===== src/rtl/crcdfr_pkg.sv =====
// shared types, constants and the crc32 byte update for the packet deframer
// no dependencies
package crcdfr_pkg;

  // status codes of the final item
  localparam logic [2:0] ST_OK           = 3'd0;
  localparam logic [2:0] ST_NO_HEADER    = 3'd1;
  localparam logic [2:0] ST_BAD_TYPE     = 3'd2;
  localparam logic [2:0] ST_BAD_WINDOW   = 3'd3;
  localparam logic [2:0] ST_BAD_LENGTH   = 3'd4;
  localparam logic [2:0] ST_CRC_ERROR    = 3'd5;
  localparam logic [2:0] ST_INCONSISTENT = 3'd6;

  // result kinds
  localparam logic KIND_PAYLOAD = 1'b0;
  localparam logic KIND_STATUS  = 1'b1;

  // configuration register indexes
  localparam logic REG_MAX_WINDOW = 1'b0;
  localparam logic REG_TYPE_MASK  = 1'b1;

  // defaults
  localparam int unsigned MAX_PAYLOAD_DEFAULT = 512;
  localparam logic [4:0]  MAX_WINDOW_RESET    = 5'd31;
  localparam logic [3:0]  TYPE_MASK_RESET     = 4'd14;

  // crc32 (reflected, zlib form)
  localparam logic [31:0] CRC_POLY   = 32'hEDB88320;
  localparam logic [31:0] CRC_PRESET = 32'hFFFFFFFF;

  // header layout and counter limits
  localparam int unsigned POS_W      = 17;
  localparam logic [POS_W-1:0] POS_MAX = {POS_W{1'b1}};
  localparam int unsigned HDR_BYTES  = 12;

  // result queue
  localparam int unsigned QUEUE_DEPTH = 8;
  localparam int unsigned QUEUE_AW    = $clog2(QUEUE_DEPTH);

  typedef struct packed {
    logic        kind;
    logic [7:0]  payload_byte;
    logic [2:0]  status;
    logic [1:0]  pkt_type;
    logic        truncated;
    logic [4:0]  window;
    logic [7:0]  seqnum;
    logic [15:0] payload_length;
    logic [31:0] timestamp;
    logic [31:0] header_crc;
    logic [31:0] payload_crc;
  } result_t;

  typedef struct packed {
    logic [4:0] max_window;
    logic [3:0] type_mask;
  } cfg_t;

  // one byte through the crc32 shift register, bit at a time
  function automatic logic [31:0] crc_byte(input logic [31:0] crc, input logic [7:0] b);
    logic [31:0] c;
    c = crc ^ {24'b0, b};
    for (int i = 0; i < 8; i++) begin
      c = c[0] ? ((c >> 1) ^ CRC_POLY) : (c >> 1);
    end
    return c;
  endfunction

endpackage


===== src/rtl/crcdfr_cfg_regs.sv =====
// apb configuration registers: max window and accepted type mask
// depends on crcdfr_pkg
module crcdfr_cfg_regs
  import crcdfr_pkg::*;
(
  input  logic        clk,
  input  logic        rst,
  input  logic        psel,
  input  logic        penable,
  input  logic        pwrite,
  input  logic [2:0]  paddr,
  input  logic [31:0] pwdata,
  output logic [31:0] prdata,
  output logic        pready,
  output cfg_t        cfg
);

  logic [4:0] max_window;
  logic [3:0] type_mask;
  logic       wr_en;

  assign pready = 1'b1;
  assign wr_en  = psel && penable && pwrite;

  // register writes, word aligned, low address bits ignored
  always_ff @(posedge clk) begin
    if (rst) begin
      max_window <= MAX_WINDOW_RESET;
      type_mask  <= TYPE_MASK_RESET;
    end else if (wr_en) begin
      case (paddr[2])
        REG_MAX_WINDOW: max_window <= pwdata[4:0];
        REG_TYPE_MASK:  type_mask  <= pwdata[3:0];
        default: ;
      endcase
    end
  end

  // read back
  always_comb begin
    case (paddr[2])
      REG_MAX_WINDOW: prdata = {27'b0, max_window};
      REG_TYPE_MASK:  prdata = {28'b0, type_mask};
      default:        prdata = 32'b0;
    endcase
  end

  assign cfg.max_window = max_window;
  assign cfg.type_mask  = type_mask;

endmodule


===== src/rtl/crcdfr_parse.sv =====
// byte stage and header/payload parser; produces up to two results per byte
// depends on crcdfr_pkg
module crcdfr_parse
  import crcdfr_pkg::*;
#(
  parameter int unsigned MAX_PAYLOAD = MAX_PAYLOAD_DEFAULT
)
(
  input  logic       clk,
  input  logic       rst,
  input  cfg_t       cfg,
  input  logic       in_take,
  input  logic [7:0] data_byte,
  input  logic       last_byte,
  output logic       stage_busy,
  output logic [1:0] wr_count,
  output result_t    wr0,
  output result_t    wr1
);

  // input stage
  logic       s_valid;
  logic [7:0] s_byte;
  logic       s_last;

  // per-packet state
  logic [POS_W-1:0] byte_position, byte_position_next;
  logic [1:0]  type_reg, type_reg_next;
  logic        trunc_reg, trunc_reg_next;
  logic [4:0]  window_reg, window_reg_next;
  logic [7:0]  seq_reg, seq_reg_next;
  logic [15:0] length_reg, length_reg_next;
  logic [31:0] stamp_reg, stamp_reg_next;
  logic [31:0] running_crc, running_crc_next;
  logic [31:0] received_crc, received_crc_next;
  logic [31:0] header_crc_reg, header_crc_reg_next;
  logic [2:0]  error_latch, error_latch_next;

  logic [POS_W-1:0] p;
  logic [POS_W-1:0] pay_end;
  logic [POS_W-1:0] pay_end4;
  logic [POS_W:0]   count;
  logic             expect_pay;
  logic             full;
  logic [7:0]       crc_in;
  logic [31:0]      crc_upd;
  logic [15:0]      len_shift;
  logic             emit_pay;
  logic [2:0]       st;
  result_t          pay_res;
  result_t          st_res;

  assign stage_busy = s_valid;

  // input register
  always_ff @(posedge clk) begin
    if (rst) begin
      s_valid <= 1'b0;
    end else begin
      s_valid <= in_take;
    end
    if (in_take) begin
      s_byte <= data_byte;
      s_last <= last_byte;
    end
  end

  assign p          = byte_position;
  assign expect_pay = !trunc_reg && (length_reg != 16'd0);
  assign pay_end    = POS_W'(HDR_BYTES) + {1'b0, length_reg};
  assign pay_end4   = pay_end + POS_W'(4);
  assign count      = {1'b0, p} + (POS_W+1)'(1);
  assign crc_in     = (p == '0) ? (s_byte & 8'hDF) : s_byte;
  assign crc_upd    = crc_byte(running_crc, crc_in);
  assign len_shift  = {length_reg[7:0], s_byte};

  // field decode, header checks and payload crc
  always_comb begin
    type_reg_next       = type_reg;
    trunc_reg_next      = trunc_reg;
    window_reg_next     = window_reg;
    seq_reg_next        = seq_reg;
    length_reg_next     = length_reg;
    stamp_reg_next      = stamp_reg;
    running_crc_next    = running_crc;
    received_crc_next   = received_crc;
    header_crc_reg_next = header_crc_reg;
    error_latch_next    = error_latch;
    emit_pay            = 1'b0;

    if (p == '0) begin
      type_reg_next    = s_byte[7:6];
      trunc_reg_next   = s_byte[5];
      window_reg_next  = s_byte[4:0];
      running_crc_next = crc_upd;
      if (!cfg.type_mask[s_byte[7:6]]) begin
        if (error_latch == ST_OK) error_latch_next = ST_BAD_TYPE;
      end else if (s_byte[4:0] == 5'd0 || s_byte[4:0] > cfg.max_window) begin
        if (error_latch == ST_OK) error_latch_next = ST_BAD_WINDOW;
      end
    end else if (p == POS_W'(1)) begin
      seq_reg_next     = s_byte;
      running_crc_next = crc_upd;
    end else if (p < POS_W'(4)) begin
      length_reg_next  = len_shift;
      running_crc_next = crc_upd;
      if (p == POS_W'(3) && {1'b0, len_shift} > 17'(MAX_PAYLOAD)) begin
        if (error_latch == ST_OK) error_latch_next = ST_BAD_LENGTH;
      end
    end else if (p < POS_W'(8)) begin
      stamp_reg_next[{p[1:0], 3'b000} +: 8] = s_byte;
      running_crc_next = crc_upd;
      if (p == POS_W'(7)) begin
        header_crc_reg_next = ~crc_upd;
        running_crc_next    = CRC_PRESET;
      end
    end else if (p < POS_W'(HDR_BYTES)) begin
      received_crc_next = {received_crc[23:0], s_byte};
      if (p == POS_W'(11)) begin
        if ({received_crc[23:0], s_byte} != header_crc_reg && error_latch == ST_OK) begin
          error_latch_next = ST_CRC_ERROR;
        end
        received_crc_next = 32'b0;
      end
    end else if (expect_pay) begin
      if (p < pay_end) begin
        running_crc_next = crc_upd;
        emit_pay         = (error_latch == ST_OK);
      end else if (p < pay_end4) begin
        received_crc_next = {received_crc[23:0], s_byte};
      end
    end
  end

  // final status from the updated state
  assign full = expect_pay && (count >= {1'b0, pay_end4});

  always_comb begin
    if (p < POS_W'(HDR_BYTES - 1)) begin
      st = ST_NO_HEADER;
    end else if (error_latch_next != ST_OK) begin
      st = error_latch_next;
    end else if (expect_pay && !full) begin
      st = ST_INCONSISTENT;
    end else if (expect_pay && received_crc_next != ~running_crc_next) begin
      st = ST_CRC_ERROR;
    end else begin
      st = ST_OK;
    end
  end

  always_comb begin
    pay_res              = '0;
    pay_res.kind         = KIND_PAYLOAD;
    pay_res.payload_byte = s_byte;

    st_res                = '0;
    st_res.kind           = KIND_STATUS;
    st_res.status         = st;
    st_res.pkt_type       = type_reg_next;
    st_res.truncated      = trunc_reg_next;
    st_res.window         = window_reg_next;
    st_res.seqnum         = seq_reg_next;
    st_res.payload_length = length_reg_next;
    st_res.timestamp      = stamp_reg_next;
    st_res.header_crc     = header_crc_reg_next;
    st_res.payload_crc    = full ? received_crc_next : 32'b0;
  end

  // results handed to the queue, payload before status
  always_comb begin
    wr_count = 2'd0;
    wr0      = st_res;
    wr1      = st_res;
    if (s_valid) begin
      if (emit_pay) begin
        wr0      = pay_res;
        wr_count = s_last ? 2'd2 : 2'd1;
      end else begin
        wr_count = s_last ? 2'd1 : 2'd0;
      end
    end
  end

  // state update; the status item returns everything to reset values
  always_ff @(posedge clk) begin
    if (rst || (s_valid && s_last)) begin
      byte_position  <= '0;
      type_reg       <= '0;
      trunc_reg      <= 1'b0;
      window_reg     <= '0;
      seq_reg        <= '0;
      length_reg     <= '0;
      stamp_reg      <= '0;
      running_crc    <= CRC_PRESET;
      received_crc   <= '0;
      header_crc_reg <= '0;
      error_latch    <= ST_OK;
    end else if (s_valid) begin
      byte_position  <= byte_position_next;
      type_reg       <= type_reg_next;
      trunc_reg      <= trunc_reg_next;
      window_reg     <= window_reg_next;
      seq_reg        <= seq_reg_next;
      length_reg     <= length_reg_next;
      stamp_reg      <= stamp_reg_next;
      running_crc    <= running_crc_next;
      received_crc   <= received_crc_next;
      header_crc_reg <= header_crc_reg_next;
      error_latch    <= error_latch_next;
    end
  end

  // saturating byte counter
  assign byte_position_next = (p == POS_MAX) ? p : p + POS_W'(1);

endmodule


===== src/rtl/crcdfr_out_queue.sv =====
// result queue taking up to two results per cycle and giving one per transaction
// depends on crcdfr_pkg
module crcdfr_out_queue
  import crcdfr_pkg::*;
(
  input  logic                clk,
  input  logic                rst,
  input  logic [1:0]          wr_count,
  input  result_t             wr0,
  input  result_t             wr1,
  output logic [QUEUE_AW:0]   fill,
  output logic                out_valid,
  input  logic                out_ready,
  output result_t             rd
);

  result_t              mem [QUEUE_DEPTH];
  logic [QUEUE_AW-1:0]  wptr;
  logic [QUEUE_AW-1:0]  rptr;
  logic [QUEUE_AW:0]    fill_next;
  logic                 pop;

  assign out_valid = (fill != '0);
  assign pop       = out_valid && out_ready;
  assign rd        = mem[rptr];
  assign fill_next = fill + (QUEUE_AW+1)'(wr_count) - (QUEUE_AW+1)'(pop);

  // storage writes
  always_ff @(posedge clk) begin
    if (wr_count != 2'd0) begin
      mem[wptr] <= wr0;
    end
    if (wr_count == 2'd2) begin
      mem[wptr + QUEUE_AW'(1)] <= wr1;
    end
  end

  // pointers and fill level
  always_ff @(posedge clk) begin
    if (rst) begin
      wptr <= '0;
      rptr <= '0;
      fill <= '0;
    end else begin
      wptr <= wptr + QUEUE_AW'(wr_count);
      if (pop) rptr <= rptr + QUEUE_AW'(1);
      fill <= fill_next;
    end
  end

endmodule


===== src/rtl/crc_checked_packet_deframer_core.sv =====
// packet deframer with crc32 header/payload checks, one byte per cycle unless stalled
// an accepted byte is held in the input stage register, then its results enter the queue
// throughput: one byte per cycle; a final payload byte yields two results, drained one
// per cycle while out_ready is high through an eight-entry result queue; in_ready
// drops only when that queue lacks room for two results per byte in flight
// reset (rst, synchronous) clears parser state and queue, registers take their defaults
module crc_checked_packet_deframer_core
  import crcdfr_pkg::*;
#(
  parameter int unsigned MAX_PAYLOAD = MAX_PAYLOAD_DEFAULT
)
(
  input  logic        clk,
  input  logic        rst,
  input  logic        psel,
  input  logic        penable,
  input  logic        pwrite,
  input  logic [2:0]  paddr,
  input  logic [31:0] pwdata,
  output logic [31:0] prdata,
  output logic        pready,
  input  logic        in_valid,
  output logic        in_ready,
  input  logic [7:0]  data_byte,
  input  logic        last_byte,
  output logic        out_valid,
  input  logic        out_ready,
  output logic        kind,
  output logic [7:0]  payload_byte,
  output logic [2:0]  status,
  output logic [1:0]  pkt_type,
  output logic        truncated,
  output logic [4:0]  window,
  output logic [7:0]  seqnum,
  output logic [15:0] payload_length,
  output logic [31:0] timestamp,
  output logic [31:0] header_crc,
  output logic [31:0] payload_crc
);

  cfg_t              cfg;
  logic              stage_busy;
  logic [1:0]        wr_count;
  result_t           wr0;
  result_t           wr1;
  result_t           rd;
  logic [QUEUE_AW:0] fill;
  logic [QUEUE_AW+1:0] reserved;

  crcdfr_cfg_regs u_cfg (
    .clk     (clk),
    .rst     (rst),
    .psel    (psel),
    .penable (penable),
    .pwrite  (pwrite),
    .paddr   (paddr),
    .pwdata  (pwdata),
    .prdata  (prdata),
    .pready  (pready),
    .cfg     (cfg)
  );

  // room for the byte in the stage and the new one, two results each
  assign reserved = (QUEUE_AW+2)'(fill) + (stage_busy ? (QUEUE_AW+2)'(2) : '0);
  assign in_ready = reserved <= (QUEUE_AW+2)'(QUEUE_DEPTH - 2);

  crcdfr_parse #(
    .MAX_PAYLOAD (MAX_PAYLOAD)
  ) u_parse (
    .clk        (clk),
    .rst        (rst),
    .cfg        (cfg),
    .in_take    (in_valid && in_ready),
    .data_byte  (data_byte),
    .last_byte  (last_byte),
    .stage_busy (stage_busy),
    .wr_count   (wr_count),
    .wr0        (wr0),
    .wr1        (wr1)
  );

  crcdfr_out_queue u_queue (
    .clk       (clk),
    .rst       (rst),
    .wr_count  (wr_count),
    .wr0       (wr0),
    .wr1       (wr1),
    .fill      (fill),
    .out_valid (out_valid),
    .out_ready (out_ready),
    .rd        (rd)
  );

  // result fields
  assign kind           = rd.kind;
  assign payload_byte   = rd.payload_byte;
  assign status         = rd.status;
  assign pkt_type       = rd.pkt_type;
  assign truncated      = rd.truncated;
  assign window         = rd.window;
  assign seqnum         = rd.seqnum;
  assign payload_length = rd.payload_length;
  assign timestamp      = rd.timestamp;
  assign header_crc     = rd.header_crc;
  assign payload_crc    = rd.payload_crc;

endmodule

===== config.mk =====
export PLATFORM = sky130hd
export DESIGN_NAME = crc_checked_packet_deframer_core
export DESIGN_NICKNAME = d
export VERILOG_FILES = /design/src/rtl/crcdfr_pkg.sv /design/src/rtl/crcdfr_cfg_regs.sv /design/src/rtl/crcdfr_parse.sv /design/src/rtl/crcdfr_out_queue.sv /design/src/rtl/crc_checked_packet_deframer_core.sv
export SDC_FILE = /design/constraint.sdc
export NUM_CORES = 2
export LEC_CHECK = 0
export ABC_AREA = 0
export BUFFER_PORTS_ARGS = -buffer_cell sky130_fd_sc_hd__buf_2
export CAP_MARGIN = 5
export CORE_ASPECT_RATIO = 2
export CORE_MARGIN = 4
export CORE_UTILIZATION = 47
export DETAILED_ROUTE_END_ITERATION = 7
export PLACE_DENSITY = 0.69
export RECOVER_POWER = 100
export SYNTH_ARGS = -nofsm -noshare
export SYNTH_HDL_FRONTEND = slang
export SYNTH_SLANG_ARGS = --single-unit

===== constraint.sdc =====
create_clock -name clk -period 7.2 [get_ports clk]
set_input_delay 0.72 -clock clk [delete_from_list [all_inputs] [get_ports clk]]
set_output_delay 0.72 -clock clk [all_outputs]
set_load 0.01 [all_outputs]

; ---- Word-level counts from Yosys, hierarchy flattened
; Memories as Yosys holds them, arrays and structs flattened. A register that Yosys moved wholly into a read port is not among the register bits.
; Cells that the tools add are included.
[classes]
add_sub_neg = 11
n_lt_le_gt_ge = 11
n_eq_ne = 8
shifts = 2
muxes = 85
bitwise = 13
reduce_logical = 25
[ops]
columns = op, count
row1 = $mux W32, 35
row2 = $mux W140, 2
row3 = $not A13 Y14, 8
row4 = $ne A32 B32 Y1, 2
row5 = $not A32 Y32, 2
row6 = $pmux W32 S2, 1
row7 = $mux W3, 19
row8 = $lt A17 B4 Y1 const B, 3
row9 = $mux W16, 3
row10 = $lt A17 B17 Y1, 2
row11 = $bwmux W32, 1
row12 = $shift A8 B7 Y32 const A, 1
row13 = $shiftx A8 B7 Y32, 1
row14 = $xor A32 B8 Y32, 1
row15 = $add A17 B1 Y18 const B, 1
row16 = $ge A18 B17 Y1, 1
row17 = $add A17 B1 Y17 const B, 1
row18 = $add A17 B3 Y17 const B, 1
row19 = $add A4 B16 Y17 const A, 1
row20 = $eq A17 B1 Y1 const B, 1
row21 = $eq A17 B17 Y1 const B, 1
row22 = $eq A17 B2 Y1 const B, 1
row23 = $eq A17 B3 Y1 const B, 1
row24 = $eq A17 B4 Y1 const B, 1
row25 = other kinds (30), 64
[totals]
reg_bits = 209
mem_bits_rw = 1120
input_bits = 51
out_inout_bits = 175
elab_cells = 175
memories = 1
[memory_table]
columns = name, depth, word_bits, rd, rd_clocked_by_memory_dff, write_ports, line
row1 = u_queue.mem, 8, 140, 1, 1, 2, crcdfr_out_queue.sv:17  ; result_t mem [QUEUE_DEPTH];

; ---- Logic depth before layout (Yosys ltp)
[depth]
depth_word = 35
depth_mapped = 24
mapped_depth_nobuf = 20

; ---- Hierarchy
; From an unflattened synthesis, not the netlist that was laid out.
[hier_totals]
cells_unflattened = 4921
hier_area_um2 = 70517.6
[modules_own_cells]
columns = module, n_inst, cells_each, area_per_inst_um2, seq_area_each_um2
row1 = crcdfr_out_queue, 1, 2955, 55886.1, 33892.5
row2 = crcdfr_parse, 1, 1883, 13912.1, 3893.7
row3 = crcdfr_cfg_regs, 1, 73, 653.1, 180.2
row4 = crc_checked_packet_deframer_core, 1, 10, 66.3, 0.0

; ---- Worst setup path before layout
; OpenSTA, ideal clock, no wires.
[synth_timing]
kind = reg2reg
from = register u_parse.length_reg[2]
to = memory u_queue.mem[7][0] in the netlist's numbering, enable pin
setup_time_ns = 0.483
arrival_ns = 6.684
required_time_ns = 6.717
slack_ns = 0.033
path_stages_with_launch = 24
n_path_buf = 6
period_less_slack_ns = 7.167
path_cell_list = dfxtp_1 -> buf_2 -> inv_1 -> ha_1 -> buf_6 -> and3b_1 -> clkbuf_1 -> nand3_1 -> xor2_1 -> ha_1 -> a211oi_1 -> o21ai_0 -> nand2b_1 -> nor3b_1 -> and3_1 -> ha_1 -> o21ai_0 -> nor2b_1 -> clkbuf_1 -> nand3_1 -> clkbuf_1 -> nor2b_1 -> clkbuf_1 -> inv_1
[synth_lines]
columns = element, line
row1 = "start, declared", crcdfr_parse.sv:32  ; logic [15:0] length_reg, length_reg_next;
row2 = "start signal, assigned", crcdfr_parse.sv:205  ; length_reg <= length_reg_next;
row3 = "end, declared", crcdfr_out_queue.sv:17

==> results.md <==
* Clock tree buffer depth at 3
* H-tree levels at 3
* Avg Synthesized Cell Area at 12.5 µm²
* Syn. warnings at 0
* Worst-path clk slew at 0.07 ns
* Non-filler cells, final at 6,867
* Most common cell after layout, fill and taps aside: nor2_1
* Clock Sinks at 1,332
* CP Launch Point: u_parse.byte_position[4]
* Grt ovf at 0
* Post-synth EDFFs at 1,057
* FMAX at 148 MHz
* Via count at 41,900
* Largest family of logic cells by synthesized area: multiplexers
* Leakage at 23.4 nW
* Post-synth ARST share at 0%
* Die ar. at 138,000 µm²
* Crit share post-route at 93.9%
* Core area at 130,000 µm²
* Mapped Area at 61,800 µm²
* Max FFs per register at 1,120
* # DRC at 0
* Final hold slack at 0.136 ns
* CP Max Fanout at 9
* Die Y at 521 µm
* Initial antenna violation count at 6
* CP Class: reg2reg
* Arrival time worst endpoint at 7.23 ns
* Part of the Yosys area used for sequential elements at 60.3%
* RSZ-0062 raised after global routing: no
* Tightest Hold Check Type: in2reg
* Post-synth cell types at 95
* Total detailed-routing wirelength at 195,000 µm
* Placed insts at 6,652
* CTS Hold Bufs at 0
* Port Buffer Count at 168
* Via count of the first global-routing pass at 43,000
* # nets final at 5,184
* # Post-CTS Setup Buffers at 0
* Setup Skew at 0.0415 ns
* Synth-to-Final Area Change at 11.2%
* Worst setup SP type: flop
* Violated checks: capacitance limit, slew limit
* Biggest register: u_queue.mem
* Hpwl dp at 123,000 µm
* Die W at 264 µm
* Routed wire per std cell at 28.3 µm
* Max cap viols at 3
* Vias per Instance at 6.11
* Simple-Gate Fraction of Synth Area at 12.2%
* Routed Antenna Nets at 0
* Clock root cell: clkbuf_16
* Hold Crit Start: data_byte[1]
* Worst vdd ir at 0.246 mV
* Crit path time final at 6.76 ns
* Post-synthesis adder-cell area fraction at 1.49%
* Slew headroom at -88.4%
* Mux contribution to synthesized area at 13.8%
* Reg2reg start: u_parse.byte_position[4]
* Setup Viol. Count Final at 0
* DP Area at 65,500 µm²
* CP required at 7.67 ns
* First-pass GRT wire length at 285,000 µm
* Initial Util at 47.4%
* Xor-xnor portion of the synthesized cell area at 2.51%
* Post-synthesis register bit count at 1,332
* Power per cell area at 311 nW/µm²
* Detailed Routing Iterations Pass 1 at 6
* Initial drt markers at 4,360
* Gp weighted congestion at 1.10
* Rows at 187
* CTS tree: yes
* I/O pin total at 226
* Outcome: finished, violations left
* Later-pin clock latency in the skew report at 0.76 ns
* Slew Viols, Final at 86
* Share of layout cells above drive strength 1 at 16.5%
* Design area at 68,700 µm²
* Overall Global Routing Usage at 27.8%
* Complex-gate fraction of the synthesized area at 6.77%
* Final hold violation count at 0
* Largest net degree at the start of global routing at 105
* Setup TNS at 0 ns
* Worst-margin pin slew at 2.82 ns
* Cts bufs inserted at 110
* Total power at 0.0213 W
* CTS resizes at 0
* Most frequent cells in the layout: nor2_1, edfxtp_1, mux4_2
* Mapped Cells at 4,937
* Crit. End Element: flop
* Top_reg_cell synth: edfxtp_1
-- per-stage QoR --
stage	util [%]	setup WS, ns
2_1_floorplan	-	0.0326
3_3_place_gp	50.2	0.723
3_5_place_dp	50.2	0.572
4_1_cts	53.1	0.528
5_1_grt	52.7	0.0771
6_report	52.7	0.436
-- worst paths after layout --
check / cells past startpoint / slack (ns) / endpoint
max: 16 / 0.44 / u_queue.mem[5][130]
min: 1 / 0.14 / u_parse.s_byte[1]
max reg2reg: 16 / 0.44 / u_queue.mem[5][130]
min reg2reg: 2 / 0.44 / u_queue.mem[7][139]
-- layer usage --
| metal | up-vias | wire (µm) | part of all wire, % | track usage [%] |
|---|---|---|---|---|
| li1 | 18300 | - | - | - |
| met1 | 21400 | 66900 | 34 | 30.7 |
| met2 | 1763 | 102000 | 52 | 49.8 |
| met3 | 523 | 12300 | 6.3 | 4.97 |
| met4 | 4 | 13800 | 7.1 | 16.7 |
| met5 | - | 27 | 0.014 | 0 |
-- kinds of logic after synthesis --
logic type | after synthesis
buffers and inverters | 436
adder cells (fa/ha/maj) | 73
other | 2
AO/OA/AOI/OAI | 605
XOR/XNOR | 173
AND/OR/NAND/NOR | 1832
flip-flops | 1332
multiplexers | 484
-- synthesized netlist by cell type, types with 10 or more instances --
cell type  count  area, µm²
a211o_1       14        123
a211oi_1      84        631
a21oi_1      127        636
a22oi_1       43        323
and2_1        15       93.8
and3_1        59        369
buf_1         45        169
buf_2         11       55.1
buf_4         30        225
clkbuf_1     285       1070
dfxtp_1      275       5510
edfxtp_1    1057      31700
ha_1          68        851
inv_1         59        221
mux2_2       144       1620
mux2i_1       58        581
mux4_2       281       6330
nand2_1      220        826
nand2b_1      14       87.6
nand3_1       30        150
nand4_1       21        131
nor2_1      1352       5070
nor2b_1       13       81.3
nor3_1        35        175
nor4_1        31        194
o2111ai_1     10       87.6
o211ai_1      13       97.6
o21a_1        12       90.1
o21ai_0      141        706
o21ai_1       15       75.1
o311ai_0      14        123
or3_1         10       62.6
xnor2_1       73        639
xor2_1        97        850
-- power breakdown --
part           switching, W  total, W  internal, W
combinational       0.00405   0.00638      0.00234
sequential         0.000271   0.00869      0.00842
clock               0.00291   0.00627      0.00336
-- worst max-delay path, cell delays in order (launching register included) --
cell and delay, ns:
dfxtp_1 0.43, nor4_1 0.65, nand4_1 0.49, clkbuf_1 0.36, o21ai_0 0.78, xor2_1 0.19, clkbuf_1 0.52, xor2_1 0.30
xnor2_1 0.69, a21oi_1 0.23, a221oi_1 0.29, nand3_1 0.16, a211oi_1 0.41, nand4_1 0.22, nor4_4 0.34, clkbuf_2 0.29
o41ai_1 0.10
-- area by class of cell --
cell class                      count  area [µm²]
Inverter                           60         265
Tap cell                         1701        2130
Timing Repair Buffer              364        2370
Sequential cell                  1332       37300
Multi-Input combinational cell   3195       22900
Clock buffer                      161        3220
Clock inverter                     49         547
Antenna cell                        5        12.5
Fill cell                       11100       61600
(Power assumes the default switching activity.)
